### config.mk
export PLATFORM = sky130hd
export DESIGN_NAME = dsu_cfg
export DESIGN_NICKNAME = d
export VERILOG_FILES = /design/src/rtl/core/dsu_pkg.sv /design/src/rtl/core/dsu_cfg.sv
export SDC_FILE = /design/constraint.sdc
export NUM_CORES = 1
export LEC_CHECK = 0
export BUFFER_PORTS_ARGS = -buffer_cell sky130_fd_sc_hd__buf_2
export CAP_MARGIN = 20
export CORE_MARGIN = 5
export CORE_UTILIZATION = 32
export DETAILED_ROUTE_END_ITERATION = 8
export PLACE_DENSITY = 0.78
export SETUP_SLACK_MARGIN = 0.4
export SLEW_MARGIN = 20
export SYNTH_ARGS = -nofsm -noshare
export SYNTH_HDL_FRONTEND = slang
export SYNTH_SLANG_ARGS = --single-unit
export TNS_END_PERCENT = 30
### constraint.sdc
create_clock -name clk -period 0.8 [get_ports clk]
set_input_delay 0.16 -clock clk [delete_from_list [all_inputs] [get_ports clk]]
set_output_delay 0.16 -clock clk [all_outputs]
set_load 0.02 [all_outputs]
### src/rtl/core/dsu_pkg.sv
// ----------------------------------------------------------------------------
// dsu_pkg
// Shared constants and controller/datapath interface types for the
// disjoint-set union-find block.
// ----------------------------------------------------------------------------
package dsu_pkg;

    localparam int DEFAULT_MAX_ELEMS = 1024;

    localparam int ELEM_W  = 10;
    localparam int COUNT_W = 11;
    localparam int RANK_W  = 4;
    localparam int DATA_W  = 32;
    localparam int ADDR_W  = 3;

    localparam logic [COUNT_W-1:0] COUNT_RESET = 11'd1024;
    localparam logic [RANK_W-1:0]  RANK_MAX    = 4'd15;

    localparam logic REG_ELEMENT_COUNT = 1'b0;

    localparam logic FUNC_UNITE = 1'b0;
    localparam logic FUNC_QUERY = 1'b1;

    typedef struct packed {
        logic load;
        logic rd;
        logic step;
        logic root_cap;
        logic cur_b;
        logic comp_wr;
        logic link1;
        logic link2;
        logic clr_start;
        logic clr_wr;
        logic side;
    } dsu_cmd_t;

    typedef struct packed {
        logic idx_err;
        logic is_root;
        logic at_top;
        logic do_link;
        logic need_bump;
        logic clr_last;
    } dsu_sts_t;

endpackage

### src/rtl/core/dsu_cfg.sv
// ----------------------------------------------------------------------------
// dsu_cfg
// APB register slave holding the element count; flags each count write so
// the store can be reinitialized.
// ----------------------------------------------------------------------------
module dsu_cfg (
    input  logic                          clk,
    input  logic                          rst_n,
    input  logic                          psel,
    input  logic                          penable,
    input  logic                          pwrite,
    input  logic [dsu_pkg::ADDR_W-1:0]    paddr,
    input  logic [dsu_pkg::DATA_W-1:0]    pwdata,
    output logic [dsu_pkg::DATA_W-1:0]    prdata,
    output logic                          pready,
    output logic [dsu_pkg::COUNT_W-1:0]   element_count,
    output logic                          cfg_wr
);

    logic [dsu_pkg::COUNT_W-1:0] count_reg;
    logic [dsu_pkg::COUNT_W-1:0] count_next;
    logic                        sel_count;

    assign pready    = 1'b1;
    assign sel_count = (paddr[dsu_pkg::ADDR_W-1] == dsu_pkg::REG_ELEMENT_COUNT);
    assign cfg_wr    = psel && penable && pwrite && sel_count;

    always_comb
    begin
        count_next = count_reg;
        if (cfg_wr)
        begin
            count_next = pwdata[dsu_pkg::COUNT_W-1:0];
        end
    end

    always_ff @(posedge clk or negedge rst_n)
    begin
        if (!rst_n)
        begin
            count_reg <= dsu_pkg::COUNT_RESET;
        end
        else
        begin
            count_reg <= count_next;
        end
    end

    assign element_count = count_reg;
    assign prdata = sel_count ?
        {{(dsu_pkg::DATA_W-dsu_pkg::COUNT_W){1'b0}}, count_reg} : '0;

endmodule

==> results of run 1 <==
[final timing paths]
check	start	end	slack [ps]	cells after the start
max reg2reg	element_count[0]$_DFFE_PN0P_	element_count[0]$_DFFE_PN0P_	-100	2
min	rst_n	element_count[3]$_DFFE_PN0P_	-240	1
max in group asynchronous	rst_n	element_count[10]$_DFFE_PN1P_	780	1
min in group clk	pwdata[6]	element_count[6]$_DFFE_PN0P_	120	2
min reg2reg	element_count[7]$_DFFE_PN0P_	element_count[7]$_DFFE_PN0P_	540	1
max	element_count[10]$_DFFE_PN1P_	prdata[10]	-410	2
[metal layers]
layer  share of wire, %  global-route usage [%]
met2                 58                    18.9
met1                 31                    10.1
met3                 11                    2.71
met4                  0                    4.97
met5                  0                       0
[through the flow]
stage | std cells | power, mW
after global routing | 135 | 2.54
after floorplan | 81 | 1.58
after CTS | 135 | 2.41
after global placement | 125 | 1.76
after detailed placement | 125 | 1.79
final | 135 | 2.40
[cell usage after synthesis]
cell type,n
nand4b_4,1
dfstp_2,1
clkbuf_1,1
nor2b_1,10
conb_1,2
and2b_1,1
mux2_2,2
buf_6,1
mux2_4,9
inv_1,1
dfrtp_1,10
buf_4,22
[timing repair]
action,4_1_cts,5_1_grt
endpoints found under the hold margin,10,10
setup endpoints to repair,34,34
buffers inserted,6,0
gates resized for setup,25,3
pin swaps,0,0
[area by class of cell]
cell class | count | area share [%]
tap | 28 | 3.18
timing repair buffer | 46 | 30.8
inverter | 1 | 0.341
multi-input combinational | 45 | 37.2
sequential | 11 | 26.1
clock buffer | 4 | 2.39
[kinds of logic (layout without fill, tap and decap cells)]
logic type             after synthesis  in the layout  synth area share (%)
other                                2             22                  1.04
multiplexers                        11             11                  21.9
AND/OR/NAND/NOR                     12             12                  13.0
buffers and inverters               25             51                  25.6
flip-flops                          11             11                  38.4
[cells in the final DEF (no fill, tap or decap)]
master and n:
buf_2 25, conb_1 22, buf_6 15, nor2b_4 10, mux2_4 9, dfrtp_2 9
buf_4 6, clkbuf_4 3, mux2_2 2, nand4b_4 1, inv_1 1, and2b_1 1
clkbuf_1 1, dfstp_2 1, dfrtp_1 1
[critical path, cell delays in order, from the launching register on]
cell     delay, ps
dfstp_2        540
nor2b_4        130
buf_6          120
[report_power, final]
| group | switching, mW | internal (mW) | total [mW] |
|---|---|---|---|
| Sequential | 0.0880 | 0.705 | 0.793 |
| Clock | 0.194 | 0.193 | 0.386 |
| Combinational | 0.569 | 0.646 | 1.22 |
| Total | 0.851 | 1.54 | 2.40 |
==> results.yml, run 1 <==
pwr:
  leakage_nw: 0.620
  p_per_area_nw_per_um2: 2180
  max-vdd-ir-drop_mv: 1.01
routing:
  drc: 0
  routedWlPerCell_um: 12.3
  ant_nets: 0
  first_pass_iters: 2
  detail_route.iter0.violations: 4
  routed_wl_mm: 1.66
  vias: 531
  via_per_inst: 3.93
setup_path:
  timing.critical_path.from_type: "flip-flop"
  critPathMaxFanout: 2
  worstSetupPathType: "flip-flop to primary output"
  crit_required_ps: 640
  endpoint_kind: "primary output"
  cp_data_arrival_time_ps: 1050
logic_synthesis:
  synth_cells: 61
  yosysTopAreaCellShare_pct: 34.8
  ys_seq_area_share_pct: 38.4
  synth_area_leaders: "dfrtp_1 35%, buf_4 23%, mux2_4 19%"
  synth_top_area_cell: "dfrtp_1"
  yosys_register_bits: 11
  synth.avg_cell_area_um2: 11.8
  yosys_warnings: 0
  synth.distinct_cells: 12
  mappedNetlistArea_um2: 719
clocking:
  cts_buffer_depth: 2
  htree_levels: 1
  numClockSinks: 11
  cts_tree: "done"
  insertion_delay_ps: 260
  clk_pin_slew_ps: 80
  cts_root_buffer: "clkbuf_4"
  cts_made_buffers: 3
sta:
  hold_viol: 10
  tns_ps: -6600
  fin_ws_ps: -408
  grt_setup_unrepaired: "yes"
  slew_violations: 0
  fin_skew_ps: 0
  hold_slack_ps: -244
  timing.final.crit_share_pct: 151
  max_freq_mhz: 828
  min_period_ps: 1210
  finalSetupViolations: 34
outcome:
  violations: "negative hold slack, negative setup slack"
  status: "finished, violations left"
final_layout:
  layout-drive-gt1-share_pct: 75.7
  largest_register_ffs: 11
  final_cell_area_um2: 1100
  area_delta_synth_final_pct: 53.0
  fillers: 202
  multi_input_area_um2: 409
  fin_util_pct: 50.7
  regArea_um2: 288
  antennaDiodeCount: 0
  nets: 148
grt:
  track_usage_pct: 10.1
  grt_max_degree: 13
  grt_pass1_wl_mm: 2.53
  overflow: 0
  grt_pass1_vias: 583
  antenna_found_initial: 0
flow_run:
  maxCapViolations: 0
die:
  die_height_um: 57.4
  start_util_pct: 33.2
  pin_count: 85
  die_width_um: 57.4
  core_area_um2: 2170
  die_area_um2: 3300
  core.rowCount: 17
place:
  dp_hpwl_mm: 1.28
  port_buffers: 39
  dpl_worst_slack_ps: -339
  finalWeightedCongestion: 0.634
  postPlaceCellArea_um2: 938
worst_hold_path:
  hold_path.class: "input pin to async pin"
No activity file was read; power rests on OpenSTA's default activity.
==> run 2: changes to the inputs <==
- CORE_UTILIZATION: 32 -> 35
- PLACE_DENSITY: 0.78 -> 0.84
- clock period: 0.8 -> 1.41 ns (I/O delays scaled with it)
==> run 2 against run 1 <==
  * The flow now finishes without violations
  * Register-to-register slack better by 490 ps
  * Global-route usage is 1.1 points higher
  * Cell area shrank 3.1%
  * Sequential share of layout area decreased by 0.23 points
  * Power fell by 45%
  * Hold slack better by 480 ps
  * Core utilization up 3.7 points
  * Via count is 0.56% lower
  * Setup slack better by 470 ps
  * Critical path type unchanged
  * Largest cell class unchanged
  * Highest routed layer is now met4
==> results.yml, run 2 (same netlist as run 1, synthesis figures left out) <==
worst_hold_path:
  min_from: "pwdata[4]"
  hold_path.class: "input pin to flip-flop"
  whs_endpoint: "element_count[4]$_DFFE_PN0P_"
  whs_path_depth: 2
flow_run:
  maxCapViolations: 0
setup_path:
  cp_data_arrival_time_ps: 1070
  crit_required_ps: 1130
  worstSetupPathType: "flip-flop to primary output"
  worstReg2RegEnd: "element_count[7]$_DFFE_PN0P_"
  endpoint_kind: "primary output"
  ff2ff_setup_slack_ps: 390
  reg2reg_depth: 3
  r2r_start: "element_count[7]$_DFFE_PN0P_"
  timing.critical_path.from_type: "flip-flop"
  critPathMaxFanout: 3
die:
  die_area_um2: 3060
  die_height_um: 55.3
  core.rowCount: 16
  start_util_pct: 36.7
  pin_count: 85
  die_width_um: 55.3
  core_area_um2: 1960
clocking:
  htree_levels: 1
  cts_tree: "done"
  cts_buffer_depth: 2
  insertion_delay_ps: 270
  cts_root_buffer: "clkbuf_4"
  numClockSinks: 11
  cts_made_buffers: 3
  clk_pin_slew_ps: 70
sta:
  hold_viol: 0
  slew_violations: 0
  tns_ps: 0
  finalSetupViolations: 0
  max_freq_mhz: 741
  timing.final.crit_share_pct: 95.7
  fin_ws_ps: 60.5
  min_period_ps: 1350
  grt_setup_unrepaired: "yes"
  fin_skew_ps: 0
place:
  port_buffers: 39
  dp.cells: 126
  finalWeightedCongestion: 0.807
  dpl_worst_slack_ps: 137
  postPlaceCellArea_um2: 921
  dp_hpwl_mm: 1.27
final_layout:
  layoutNonFillerInstCount: 138
  final_common_cell: "buf_2"
  fillers: 180
  regArea_um2: 277
  layout-drive-gt1-share_pct: 67.6
  final_cell_mix: "31 x buf_2, 22 x conb_1, 10 x dfrtp_1, 10 x buf_6, 9 x mux2_4"
  nets: 152
  area_delta_synth_final_pct: 48.3
  multi_input_area_um2: 389
  final_cell_area_um2: 1070
  largest_register_ffs: 11
  antennaDiodeCount: 0
pwr:
  leakage_nw: 0.626
  p_per_area_nw_per_um2: 1230
  max-vdd-ir-drop_mv: 0.534
  power_mw: 1.31
routing:
  via_per_inst: 3.83
  vias: 528
  drc: 0
  ant_nets: 0
  routedWlPerCell_um: 12.2
  detail_route.iter0.violations: 7
  first_pass_iters: 3
  routed_wl_mm: 1.69
outcome:
  status: "finished, final reports clean"
grt:
  grt_max_degree: 12
  grt_pass1_vias: 536
  antenna_found_initial: 0
  overflow: 0
  grt_pass1_wl_mm: 2.68
  track_usage_pct: 11.2
[run 2: cell type report]
class,instances,area share (%)
Timing Repair Buffer,50,31.7
Sequential cell,11,25.9
Inverter,1,0.352
Clock buffer,4,2.46
Tap cell,27,3.17
Multi-Input combinational cell,45,36.5
[run 2: through the flow]
stage	hold WS, ps	utilization [%]
6_report	239	54.4
5_1_grt	233	54.4
4_1_cts	236	52.8
3_5_place_dp	167	46.9
3_3_place_gp	158	46.9
2_1_floorplan	-13.6	-
[run 2: how the worst max path moves through the flow]
stage | from | to | depth (start not counted)
floorplan | element_count[10]$_DFFE_PN1P_ | prdata[10] | 1
global placement | paddr[2] | prdata[8] | 4
detailed placement | paddr[2] | prdata[8] | 4
CTS | element_count[10]$_DFFE_PN1P_ | prdata[10] | 2
global route | element_count[10]$_DFFE_PN1P_ | prdata[10] | 2
finish | element_count[10]$_DFFE_PN1P_ | prdata[10] | 2
[run 2: metal layers]
layer / global-route usage [%] / up-vias / part of all wire [%]
li1: - / 248 / -
met5: 0 / - / 0
met2: 18.8 / 38 / 51
met1: 11.7 / 238 / 36
met4: 6.25 / 0 / 1.5
met3: 4.90 / 4 / 11
[run 2: critical path, cell delays in order (launching register included)]
cell	delay, ps
dfstp_2	540
nor2b_4	150
buf_6	120
[run 2: timing repair]
item | 4_1_cts | 5_1_grt
gates cloned | 0 | 0
setup endpoints to repair | 23 | 23
hold buffers | 1 | 0
resized for setup | 13 | 5
buffers inserted | 5 | 2
endpoints found under the hold margin | 10 | 0
[run 2: report_power, final]
group | total [mW] | internal [mW] | switching [mW]
combinational | 0.665 | 0.337 | 0.327
sequential | 0.439 | 0.390 | 0.0492
clock | 0.211 | 0.109 | 0.101
