### config.mk
export PLATFORM = sky130hd
export DESIGN_NAME = dsu_ctrl
export DESIGN_NICKNAME = d
export VERILOG_FILES = /design/src/rtl/core/dsu_pkg.sv /design/src/rtl/core/dsu_ctrl.sv
export SDC_FILE = /design/constraint.sdc
export NUM_CORES = 1
export LEC_CHECK = 0
export BUFFER_PORTS_ARGS = -buffer_cell sky130_fd_sc_hd__buf_2
export CAP_MARGIN = 20
export CORE_AREA = 2 2 41 43
export CTS_CLUSTER_DIAMETER = 100
export DETAILED_ROUTE_END_ITERATION = 16
export DIE_AREA = 0 0 43 45
export PLACE_DENSITY = 0.82
export SLEW_MARGIN = 10
export SYNTH_ARGS = -nofsm -noshare
export SYNTH_HDL_FRONTEND = slang
export SYNTH_SLANG_ARGS = --single-unit
export TNS_END_PERCENT = 20
### constraint.sdc
create_clock -name clk -period 4.32 [get_ports clk]
set_input_delay 0 -clock clk [delete_from_list [all_inputs] [get_ports clk]]
set_output_delay 0 -clock clk [all_outputs]
set_load 0.05 [all_outputs]
### src/rtl/core/dsu_pkg.sv
// ----------------------------------------------------------------------------
// dsu_pkg
// Shared constants and controller/datapath interface types for the
// disjoint-set union-find block.
// ----------------------------------------------------------------------------
package dsu_pkg;

    localparam int DEFAULT_MAX_ELEMS = 1024;

    localparam int ELEM_W  = 10;
    localparam int COUNT_W = 11;
    localparam int RANK_W  = 4;
    localparam int DATA_W  = 32;
    localparam int ADDR_W  = 3;

    localparam logic [COUNT_W-1:0] COUNT_RESET = 11'd1024;
    localparam logic [RANK_W-1:0]  RANK_MAX    = 4'd15;

    localparam logic REG_ELEMENT_COUNT = 1'b0;

    localparam logic FUNC_UNITE = 1'b0;
    localparam logic FUNC_QUERY = 1'b1;

    typedef struct packed {
        logic load;
        logic rd;
        logic step;
        logic root_cap;
        logic cur_b;
        logic comp_wr;
        logic link1;
        logic link2;
        logic clr_start;
        logic clr_wr;
        logic side;
    } dsu_cmd_t;

    typedef struct packed {
        logic idx_err;
        logic is_root;
        logic at_top;
        logic do_link;
        logic need_bump;
        logic clr_last;
    } dsu_sts_t;

endpackage

### src/rtl/core/dsu_ctrl.sv
// ----------------------------------------------------------------------------
// dsu_ctrl
// Sequencer for the union-find block: clearing sweep, two root walks with
// path compression, linking by rank and result strobe.
// ----------------------------------------------------------------------------
module dsu_ctrl (
    input  logic              clk,
    input  logic              rst_n,
    input  logic              start,
    input  logic              cfg_wr,
    input  dsu_pkg::dsu_sts_t sts,
    output dsu_pkg::dsu_cmd_t cmd,
    output logic              busy,
    output logic              done
);

    typedef enum logic [8:0] {
        ST_IDLE  = 9'b000000001,
        ST_CLEAR = 9'b000000010,
        ST_F_RD  = 9'b000000100,
        ST_F_CHK = 9'b000001000,
        ST_C_RD  = 9'b000010000,
        ST_C_WR  = 9'b000100000,
        ST_LINK1 = 9'b001000000,
        ST_LINK2 = 9'b010000000,
        ST_DONE  = 9'b100000000
    } state_t;

    state_t state_reg;
    state_t state_next;
    logic   side_reg;
    logic   side_next;

    always_comb
    begin
        state_next = state_reg;
        side_next  = side_reg;
        cmd        = '0;
        cmd.side   = side_reg;
        unique case (state_reg)
            ST_IDLE:
            begin
                if (start)
                begin
                    cmd.load   = 1'b1;
                    side_next  = 1'b0;
                    state_next = sts.idx_err ? ST_DONE : ST_F_RD;
                end
            end
            ST_CLEAR:
            begin
                cmd.clr_wr = 1'b1;
                if (sts.clr_last)
                begin
                    state_next = ST_IDLE;
                end
            end
            ST_F_RD:
            begin
                cmd.rd     = 1'b1;
                state_next = ST_F_CHK;
            end
            ST_F_CHK:
            begin
                if (sts.is_root)
                begin
                    cmd.root_cap = 1'b1;
                    state_next   = ST_C_RD;
                end
                else
                begin
                    cmd.step   = 1'b1;
                    state_next = ST_F_RD;
                end
            end
            ST_C_RD:
            begin
                if (sts.at_top)
                begin
                    if (!side_reg)
                    begin
                        cmd.cur_b  = 1'b1;
                        side_next  = 1'b1;
                        state_next = ST_F_RD;
                    end
                    else
                    begin
                        state_next = sts.do_link ? ST_LINK1 : ST_DONE;
                    end
                end
                else
                begin
                    cmd.rd     = 1'b1;
                    state_next = ST_C_WR;
                end
            end
            ST_C_WR:
            begin
                cmd.comp_wr = 1'b1;
                state_next  = ST_C_RD;
            end
            ST_LINK1:
            begin
                cmd.link1  = 1'b1;
                state_next = sts.need_bump ? ST_LINK2 : ST_DONE;
            end
            ST_LINK2:
            begin
                cmd.link2  = 1'b1;
                state_next = ST_DONE;
            end
            ST_DONE:
            begin
                state_next = ST_IDLE;
            end
            default:
            begin
                state_next = ST_IDLE;
            end
        endcase
        if (cfg_wr)
        begin
            cmd           = '0;
            cmd.clr_start = 1'b1;
            state_next    = ST_CLEAR;
        end
    end

    always_ff @(posedge clk or negedge rst_n)
    begin
        if (!rst_n)
        begin
            state_reg <= ST_CLEAR;
            side_reg  <= 1'b0;
        end
        else
        begin
            state_reg <= state_next;
            side_reg  <= side_next;
        end
    end

    assign busy = (state_reg != ST_IDLE);
    assign done = (state_reg == ST_DONE);

endmodule

==> out/qor.txt, run 1 <==
CRITICAL PATH
--------------------------------------------------------------------------------
Critical path fanouts, max ........................................           10
CP cell instances ................................................. or4_4, nor2_1, nand4b_1, nor3_1, buf_2
Cell depth of the worst setup path ................................            5
Kind of start point of the critical path ..........................    flip-flop
Worst path top cell family by delay ............................... simple AND/OR/NAND/NOR gates
Worst reg2reg endpoint ............................................ state_reg[0]$_DFFE_PN0P_
Worst reg2reg path depth ..........................................            5
Slowest library cell on the worst path ............................        or4_4
Stage delay of the slowest cell on the critical path ..............      0.57 ns
Critical path type ................................................ flip-flop to output pin
Arr. time, crit path ..............................................      2.22 ns
Worst reg2reg startpoint .......................................... state_reg[4]$_DFFE_PN0P_
Required time of the critical path ................................      4.32 ns
Buffer and inverter count on the worst path .......................            1
CP endpoint kind ..................................................   output pin
Worst reg2reg setup slack .........................................      2.34 ns

SYNTHESIS
--------------------------------------------------------------------------------
Seq/Total Area, Yosys .............................................       0.3466
Yosys top cell area share .........................................       0.3103
Leading register cell type out of synthesis .......................      dfrtp_1
Synth Instances ...................................................           85
Most instantiated cells after synthesis ........................... nor2_1, dfrtp_1, nand2_1, nor3_1
Mean post-synth cell area .........................................   8.538 um^2
YS warnings .......................................................            0
Number of distinct library cells after synthesis ..................           39
Largest area contributor in the netlist ...........................      dfrtp_1
Cells taking the most area after synthesis ........................ dfrtp_1, nor2_1, dfstp_2
Async set-or-reset flop fraction in the synthesized netlist .......        1.000
Most instantiated library cell after synthesis ....................       nor2_1
Count of flip-flops with a built-in enable after synthesis ........            0
Register bit count reported by yosys ..............................           10
Synthesized cell area .............................................   725.7 um^2
Net count after synthesis .........................................           95

DETAILED ROUTING
--------------------------------------------------------------------------------
Detailed-route wire length ........................................     1.827 mm
Residual DRC count ................................................            0
Via count .........................................................          777
First drt pass iteration count ....................................            4
Routed wire length per instance ...................................     14.50 um
Detailed router's first-iteration violation count .................           37
Post-route antenna net violation count ............................            0
Mean number of vias per cell ......................................        6.167

GRT
--------------------------------------------------------------------------------
Wire length of the first global-routing pass ......................     2.960 mm
Total overflow reported by the global router ......................            0
Global Route met1 Usage ...........................................       0.2545
Global routing's busiest layer ....................................         met2
Number of antenna violations at the first check in global routing .            0
Via count of the first global-routing pass ........................          680
Met2 Resource Use GR ..............................................       0.3636
Global routing met3 resource utilization ..........................      0.02800
Pin count of the biggest net entering global routing ..............           16
All-Layer GR Usage ................................................       0.2089

MIN PATH
--------------------------------------------------------------------------------
Origin of the worst min-delay path ................................       sts[5]
Hold Crit Class ................................................... primary input to flip-flop
Number of instances on the worst hold path ........................            3
Hold Path Sink .................................................... state_reg[8]$_DFFE_PN0P_

POWER
--------------------------------------------------------------------------------
Switching share of total power ....................................       0.4167
Power Internal ....................................................    0.1754 mW
Leakage power .....................................................    0.4186 nW
Ratio of total power to cell area ................................. 339.9 mW/mm^2
Share of power burned in the clock network ........................        0.243
Highest ir drop seen on vdd .......................................    0.1977 mV
Share of total power in sequential cells ..........................        0.389
Switching power ...................................................    0.1253 mW
Gate power share ..................................................        0.369

CTS
--------------------------------------------------------------------------------
CTS clk-pin slew, worst paths .....................................      0.07 ns
Clock latency on the worst-skew pair ..............................      0.28 ns
Number of levels in the clock H-tree ..............................            1
Maximum clock insertion buffer count ..............................            2
Clk root buf ......................................................     clkbuf_4
Resize count post-CTS .............................................            0
Clock buffers created by TritonCTS ................................            3
# clock sinks .....................................................           10
TritonCTS clock tree ..............................................        built

FINISH
--------------------------------------------------------------------------------
Area of combinational cells with multiple inputs ..................   439.2 um^2
Fraction of the core area covered by cells at the end of the flow .       0.6012
Ant. Diodes .......................................................            0
Post-route cell area ..............................................   884.6 um^2
Syn-to-layout area delta ..........................................       21.90%
FF+latch area .....................................................   251.5 um^2
Final net count ...................................................          121
Number of filler cells placed in the layout .......................          126
Non-filler cells, final ...........................................          126
Fraction of final layout cells sized beyond drive strength 1 ......       0.3091
Max FFs per register ..............................................            9

TIMING
--------------------------------------------------------------------------------
Worst slew margin relative to its limit ...........................       0.6735
Maximum clock rate ................................................   0.4495 GHz
Max-slew violations ...............................................            0
Slew @ Worst Pin ..................................................    0.4880 ns
Total count of hold-check failures in the final report ............            0
Unrepaired setup endpoints after global routing ...................           no
Number of failing setup endpoints in the final timing report ......            0
Clock period minus final worst setup slack ........................     2.225 ns
Period Utilization, post-route ....................................       0.5149
Final total negative setup slack ..................................         0 ns
Worst clock skew ..................................................  0.006293 ns

PLACEMENT
--------------------------------------------------------------------------------
Detailed placement HPWL ...........................................     1.343 mm
Port Buffer Count .................................................           22
Total cell area at the placement stage ............................   828.3 um^2
Placer's final routability congestion estimate ....................       0.8395
# placed instances ................................................          119

DIE
--------------------------------------------------------------------------------
Core area ......................................................... 0.001471 mm^2
Boundary pin count ................................................           23
Floorplan die area ................................................ 0.001935 mm^2
Die Y .............................................................        45 um
Starting utilization of the core area .............................       0.4932
Horiz. Die Dim ....................................................        43 um
Std-Cell Rows .....................................................           14

RUN STATUS
--------------------------------------------------------------------------------
Result of the run ................................................. finished, final reports clean

JOB
--------------------------------------------------------------------------------
Max-cap violations ................................................            0

-- worst max path at each step --
stage                             startpoint                        to  slack (ns)
floorplan           state_reg[3]$_DFFE_PN0P_  state_reg[7]$_DFFE_PN0P_        1.55
global placement    state_reg[4]$_DFFE_PN0P_  state_reg[0]$_DFFE_PN0P_        2.43
detailed placement  state_reg[4]$_DFFE_PN0P_  state_reg[0]$_DFFE_PN0P_        2.37
finish              state_reg[4]$_DFFE_PN0P_                    cmd[7]        2.10
global route        state_reg[4]$_DFFE_PN0P_                    cmd[7]        1.96
CTS                 state_reg[4]$_DFFE_PN0P_                    cmd[7]        2.11
-- per-layer routing --
layer | wire length (um) | vias up
met1 | 796 | 370
met2 | 902 | 29
met5 | 0 | -
met4 | 53 | 0
li1 | - | 370
met3 | 74 | 8
-- per-stage QoR --
stage	worst slack, ns	power, mW	hold WS (ns)
after floorplan	1.548	0.2011	-0.2956
after global placement	2.427	0.2217	-0.1272
after detailed placement	2.369	0.2260	-0.1204
after CTS	2.106	0.3008	0.02595
after global routing	1.961	0.3147	0.04107
final	2.095	0.3007	0.03310
-- placed cells by master, fill, tap and decap left out, drive strengths merged, types with 2 or more instances in the layout --
master,count
inv,2
dlygate4sd3,3
buf,22
nor2,13
nand2,5
dfrtp,9
a21oi,4
nand3,4
or3,2
clkbuf,4
nor2b,3
or3b,2
nor4b,3
nand4b,2
nor4,3
o21a,2
nor3,7
nand2b,2
and3,2
a211oi,2
-- worst register-to-register path, cell delays in order, from the launching register on --
cell	delay, ns
dfrtp_1	0.47
or4_4	0.57
nor3_4	0.26
a21oi_2	0.13
nor2b_1	0.16
a211o_1	0.27
-- logic make-up (layout without fill, tap and decap cells) --
| logic type | Yosys count | count (layout) | synth area share |
|---|---|---|---|
| simple gates | 55 | 55 | 0.4621 |
| buf+inv | 6 | 31 | 0.04827 |
| flops | 10 | 10 | 0.3466 |
| compound gates | 14 | 14 | 0.1431 |
-- power groups by stage --
stage | combinational (mW) | clock (mW) | sequential [mW]
after detailed placement | 0.108 | 0 | 0.118
after CTS | 0.110 | 0.0740 | 0.116
after global placement | 0.105 | 0 | 0.117
final | 0.111 | 0.0730 | 0.117
after global routing | 0.119 | 0.0779 | 0.118
after floorplan | 0.0940 | 0 | 0.107
-- final cells by class --
type / instances / share of cell area
multi-input cells: 69 / 0.4965
flip-flops and latches: 10 / 0.2843
repair buffers: 25 / 0.1584
clock buffers: 4 / 0.02970
well taps: 16 / 0.02263
inverters: 2 / 0.008487
-- timing repair --
action / CTS / global route
endpoints found under the hold margin: 12 / 0
hold buffers: 3 / 0
setup buffers: 0 / 0
(Power assumes the default switching activity.)
==> run 2: changes to the inputs <==
- ABC_AREA: unset -> 1
- CORE_AREA: 2 2 41 43 -> 2 2 44 46
- DIE_AREA: 0 0 43 45 -> 0 0 46 48
- PLACE_DENSITY: 0.82 -> 0.81
- clock period: 4.32 -> 2.2 ns (I/O delays scaled with it)
==> out/qor.txt, run 2 <==
RUN STATUS
--------------------------------------------------------------------------------
Result of the run ................................................. finished, final reports clean

MIN PATH
--------------------------------------------------------------------------------
Number of instances on the worst hold path ........................            3   unchanged
Hold Crit Class ................................................... primary input to flip-flop
Hold Path Sink .................................................... state_reg[5]$_DFFE_PN0P_
Origin of the worst min-delay path ................................       sts[3]

DETAILED ROUTING
--------------------------------------------------------------------------------
Detailed-route wire length ........................................     1.886 mm   +3.2%
First drt pass iteration count ....................................            4   unchanged
Mean number of vias per cell ......................................        4.885   -21%
Via count .........................................................          767   -1.3%
Routed wire length per instance ...................................     12.01 um   -17%
Residual DRC count ................................................            0   unchanged
Post-route antenna net violation count ............................            0   unchanged
Detailed router's first-iteration violation count .................           11   -70%

CRITICAL PATH
--------------------------------------------------------------------------------
Arr. time, crit path ..............................................      1.76 ns   -0.46 ns
Critical path type ................................................ flip-flop to output pin
Worst reg2reg setup slack .........................................      0.78 ns   -1.56 ns
CP endpoint kind ..................................................   output pin
Worst reg2reg path depth ..........................................            9   +4
Required time of the critical path ................................      2.20 ns   -2.12 ns
Critical path fanouts, max ........................................            6   -4
Worst reg2reg endpoint ............................................ state_reg[2]$_DFFE_PN0P_
Worst reg2reg startpoint .......................................... state_reg[1]$_DFFE_PN1P_
Kind of start point of the critical path ..........................    flip-flop

SYNTHESIS
--------------------------------------------------------------------------------
Cells taking the most area after synthesis ........................ dfrtp_1, nor2_2, nor2_1
Synth Instances ...................................................          112   +32%
Number of distinct library cells after synthesis ..................           23   -41%
Count of flip-flops with a built-in enable after synthesis ........            0   unchanged
Leading register cell type out of synthesis .......................      dfrtp_1
Yosys top cell area share .........................................       0.2651   -0.04525
Async set-or-reset flop fraction in the synthesized netlist .......        1.000   unchanged
Register bit count reported by yosys ..............................           10   unchanged
Most instantiated library cell after synthesis ....................       nor2_1
Most instantiated cells after synthesis ........................... nor2_1, inv_1, nor2_2
Net count after synthesis .........................................          122   +28%
YS warnings .......................................................            0   unchanged
Seq/Total Area, Yosys .............................................       0.2960   -0.05053
Largest area contributor in the netlist ...........................      dfrtp_1
Synthesized cell area .............................................   849.6 um^2   +17%
Mean post-synth cell area .........................................   7.585 um^2   -11%

TIMING
--------------------------------------------------------------------------------
Maximum clock rate ................................................   0.5694 GHz
Total count of hold-check failures in the final report ............            0   unchanged
Period Utilization, post-route ....................................       0.7983
Slew @ Worst Pin ..................................................    0.2730 ns   -0.2150 ns
Number of failing setup endpoints in the final timing report ......            0   unchanged
Clock period minus final worst setup slack ........................     1.756 ns
Final total negative setup slack ..................................         0 ns   unchanged
Worst clock skew ..................................................  0.007718 ns   +0.001425 ns
Max-slew violations ...............................................            0   unchanged
Worst slew margin relative to its limit ...........................       0.8180   +0.1445
Unrepaired setup endpoints after global routing ...................           no

GRT
--------------------------------------------------------------------------------
Number of antenna violations at the first check in global routing .            0   unchanged
Total overflow reported by the global router ......................            0   unchanged
Via count of the first global-routing pass ........................          720   +5.9%
Wire length of the first global-routing pass ......................     3.105 mm   +4.9%
Pin count of the biggest net entering global routing ..............           16   unchanged
All-Layer GR Usage ................................................       0.2025   -0.006354

CTS
--------------------------------------------------------------------------------
Post-CTS Repair Setup Buffers .....................................            0   unchanged
Clock latency on the worst-skew pair ..............................      0.27 ns   about the same
# clock sinks .....................................................           10   unchanged
Maximum clock insertion buffer count ..............................            2   unchanged
CTS clk-pin slew, worst paths .....................................      0.07 ns   about the same
Number of levels in the clock H-tree ..............................            1   unchanged
Clk root buf ......................................................     clkbuf_4
Clock buffers created by TritonCTS ................................            3   unchanged
TritonCTS clock tree ..............................................        built

FINISH
--------------------------------------------------------------------------------
Most common cell after layout, fill and taps aside ................        buf_2
Fraction of final layout cells sized beyond drive strength 1 ......       0.4929   +0.1838
Post-route cell area .............................................. 0.001036 mm^2   +17%
Commonest cells after routing, fill and taps aside ................ buf_2, nor2_1, inv_1, nor2_2, dfrtp_1
Final net count ...................................................          151   +25%
Max FFs per register ..............................................            9   unchanged
Syn-to-layout area delta ..........................................       21.94%   about the same
Ant. Diodes .......................................................            0   unchanged

DIE
--------------------------------------------------------------------------------
Horiz. Die Dim ....................................................        46 um   +7.0%
Std-Cell Rows .....................................................           15   +1
Starting utilization of the core area .............................       0.5030   +0.009766
Boundary pin count ................................................           23   unchanged
Core area ......................................................... 0.001689 mm^2   +15%
Die Y .............................................................        48 um   +6.7%
Floorplan die area ................................................ 0.002208 mm^2   +14%

PLACEMENT
--------------------------------------------------------------------------------
Port Buffer Count .................................................           22   unchanged
Detailed placement HPWL ...........................................     1.550 mm   +15%
Total cell area at the placement stage ............................   969.7 um^2   +17%
Placer's final routability congestion estimate ....................       0.8824   +5.1%

POWER
--------------------------------------------------------------------------------
Leakage power .....................................................    0.5444 nW   +30%
Ratio of total power to cell area ................................. 428.4 mW/mm^2   +26%
Highest ir drop seen on vdd .......................................    0.2802 mV   +42%

JOB
--------------------------------------------------------------------------------
Max-cap violations ................................................            0   unchanged

[run 2: changes by cell type in the layout (fill, tap and decap cells not counted), sizes merged, moves of 3 or more]
cell / previous run / this run
a21oi: 4 / 1
inv: 2 / 22
nand2: 5 / 18
nand3: 4 / 13
nor2: 13 / 34
nor2b: 3 / 0
nor4b: 3 / 0
[run 2: cells by family (layout without fill, tap and decap cells)]
family,Yosys count,in the layout,share of synthesized area
buf+inv,24,52,0.1105
compound gates,5,5,0.04123
flops,10,10,0.2960
simple gates,73,73,0.5523
[run 2: worst max path at each step]
stage | start | endpoint | slack [ns]
6_report | state_reg[8]$_DFFE_PN0P_ | cmd[9] | 0.44
5_1_grt | state_reg[8]$_DFFE_PN0P_ | cmd[9] | 0.35
4_1_cts | state_reg[8]$_DFFE_PN0P_ | cmd[9] | 0.46
3_5_place_dp | state_reg[3]$_DFFE_PN0P_ | cmd[9] | 0.75
3_3_place_gp | state_reg[3]$_DFFE_PN0P_ | cmd[9] | 0.79
2_1_floorplan | state_reg[5]$_DFFE_PN0P_ | cmd[10] | 0.23
[run 2: layout make-up]
cell class | count | area [um^2]
fill | 167 | 653.1
multi-input combinational | 78 | 504.2
sequential | 10 | 251.5
timing repair buffer | 26 | 150.1
inverter | 22 | 82.58
clock buffer | 4 | 26.28
tap | 17 | 21.27
[run 2: metal layers]
layer | vias up | global-route usage | part of all wire
met4 | 0 | 0.06857 | 0.0053
li1 | 399 | - | -
met1 | 342 | 0.2465 | 0.43
met2 | 24 | 0.3694 | 0.51
met3 | 2 | 0.02264 | 0.053
met5 | - | 0 | 0
[run 2: critical path, stage by stage, from the launching register on]
cell	delay, ns
dfrtp_1	0.42
inv_2	0.12
nand3_1	0.11
nor2_2	0.15
nand2_2	0.07
or2_4	0.24
a21oi_2	0.11
buf_2	0.27
[run 2: metrics by stage]
stage | power, mW | util | setup slack [ns] | hold slack [ns] | instances
finish | 0.4438 | 0.6133 | 0.4437 | 0.01305 | 157
global route | 0.4630 | 0.6133 | 0.3523 | 0.009303 | 157
CTS | 0.4435 | 0.6133 | 0.4596 | 0.01559 | 157
detailed placement | 0.3056 | 0.5741 | 0.7508 | -0.1247 | 149
global placement | 0.3031 | 0.5741 | 0.7946 | -0.1258 | 149
floorplan | 0.2801 | - | 0.2306 | -0.2956 | 112
[run 2: what timing repair did]
item / 4_1_cts / 5_1_grt
resized for setup: 0 / 0
hold buffers: 4 / 0
endpoints found under the hold margin: 13 / 0
[run 2: power breakdown]
part / leakage, nW / switching [mW] / internal, mW
combinational: 0.395 / 0.0750 / 0.0387
clock: 0.0150 / 0.0662 / 0.0702
sequential: 0.135 / 0.00499 / 0.189
total: 0.544 / 0.146 / 0.298
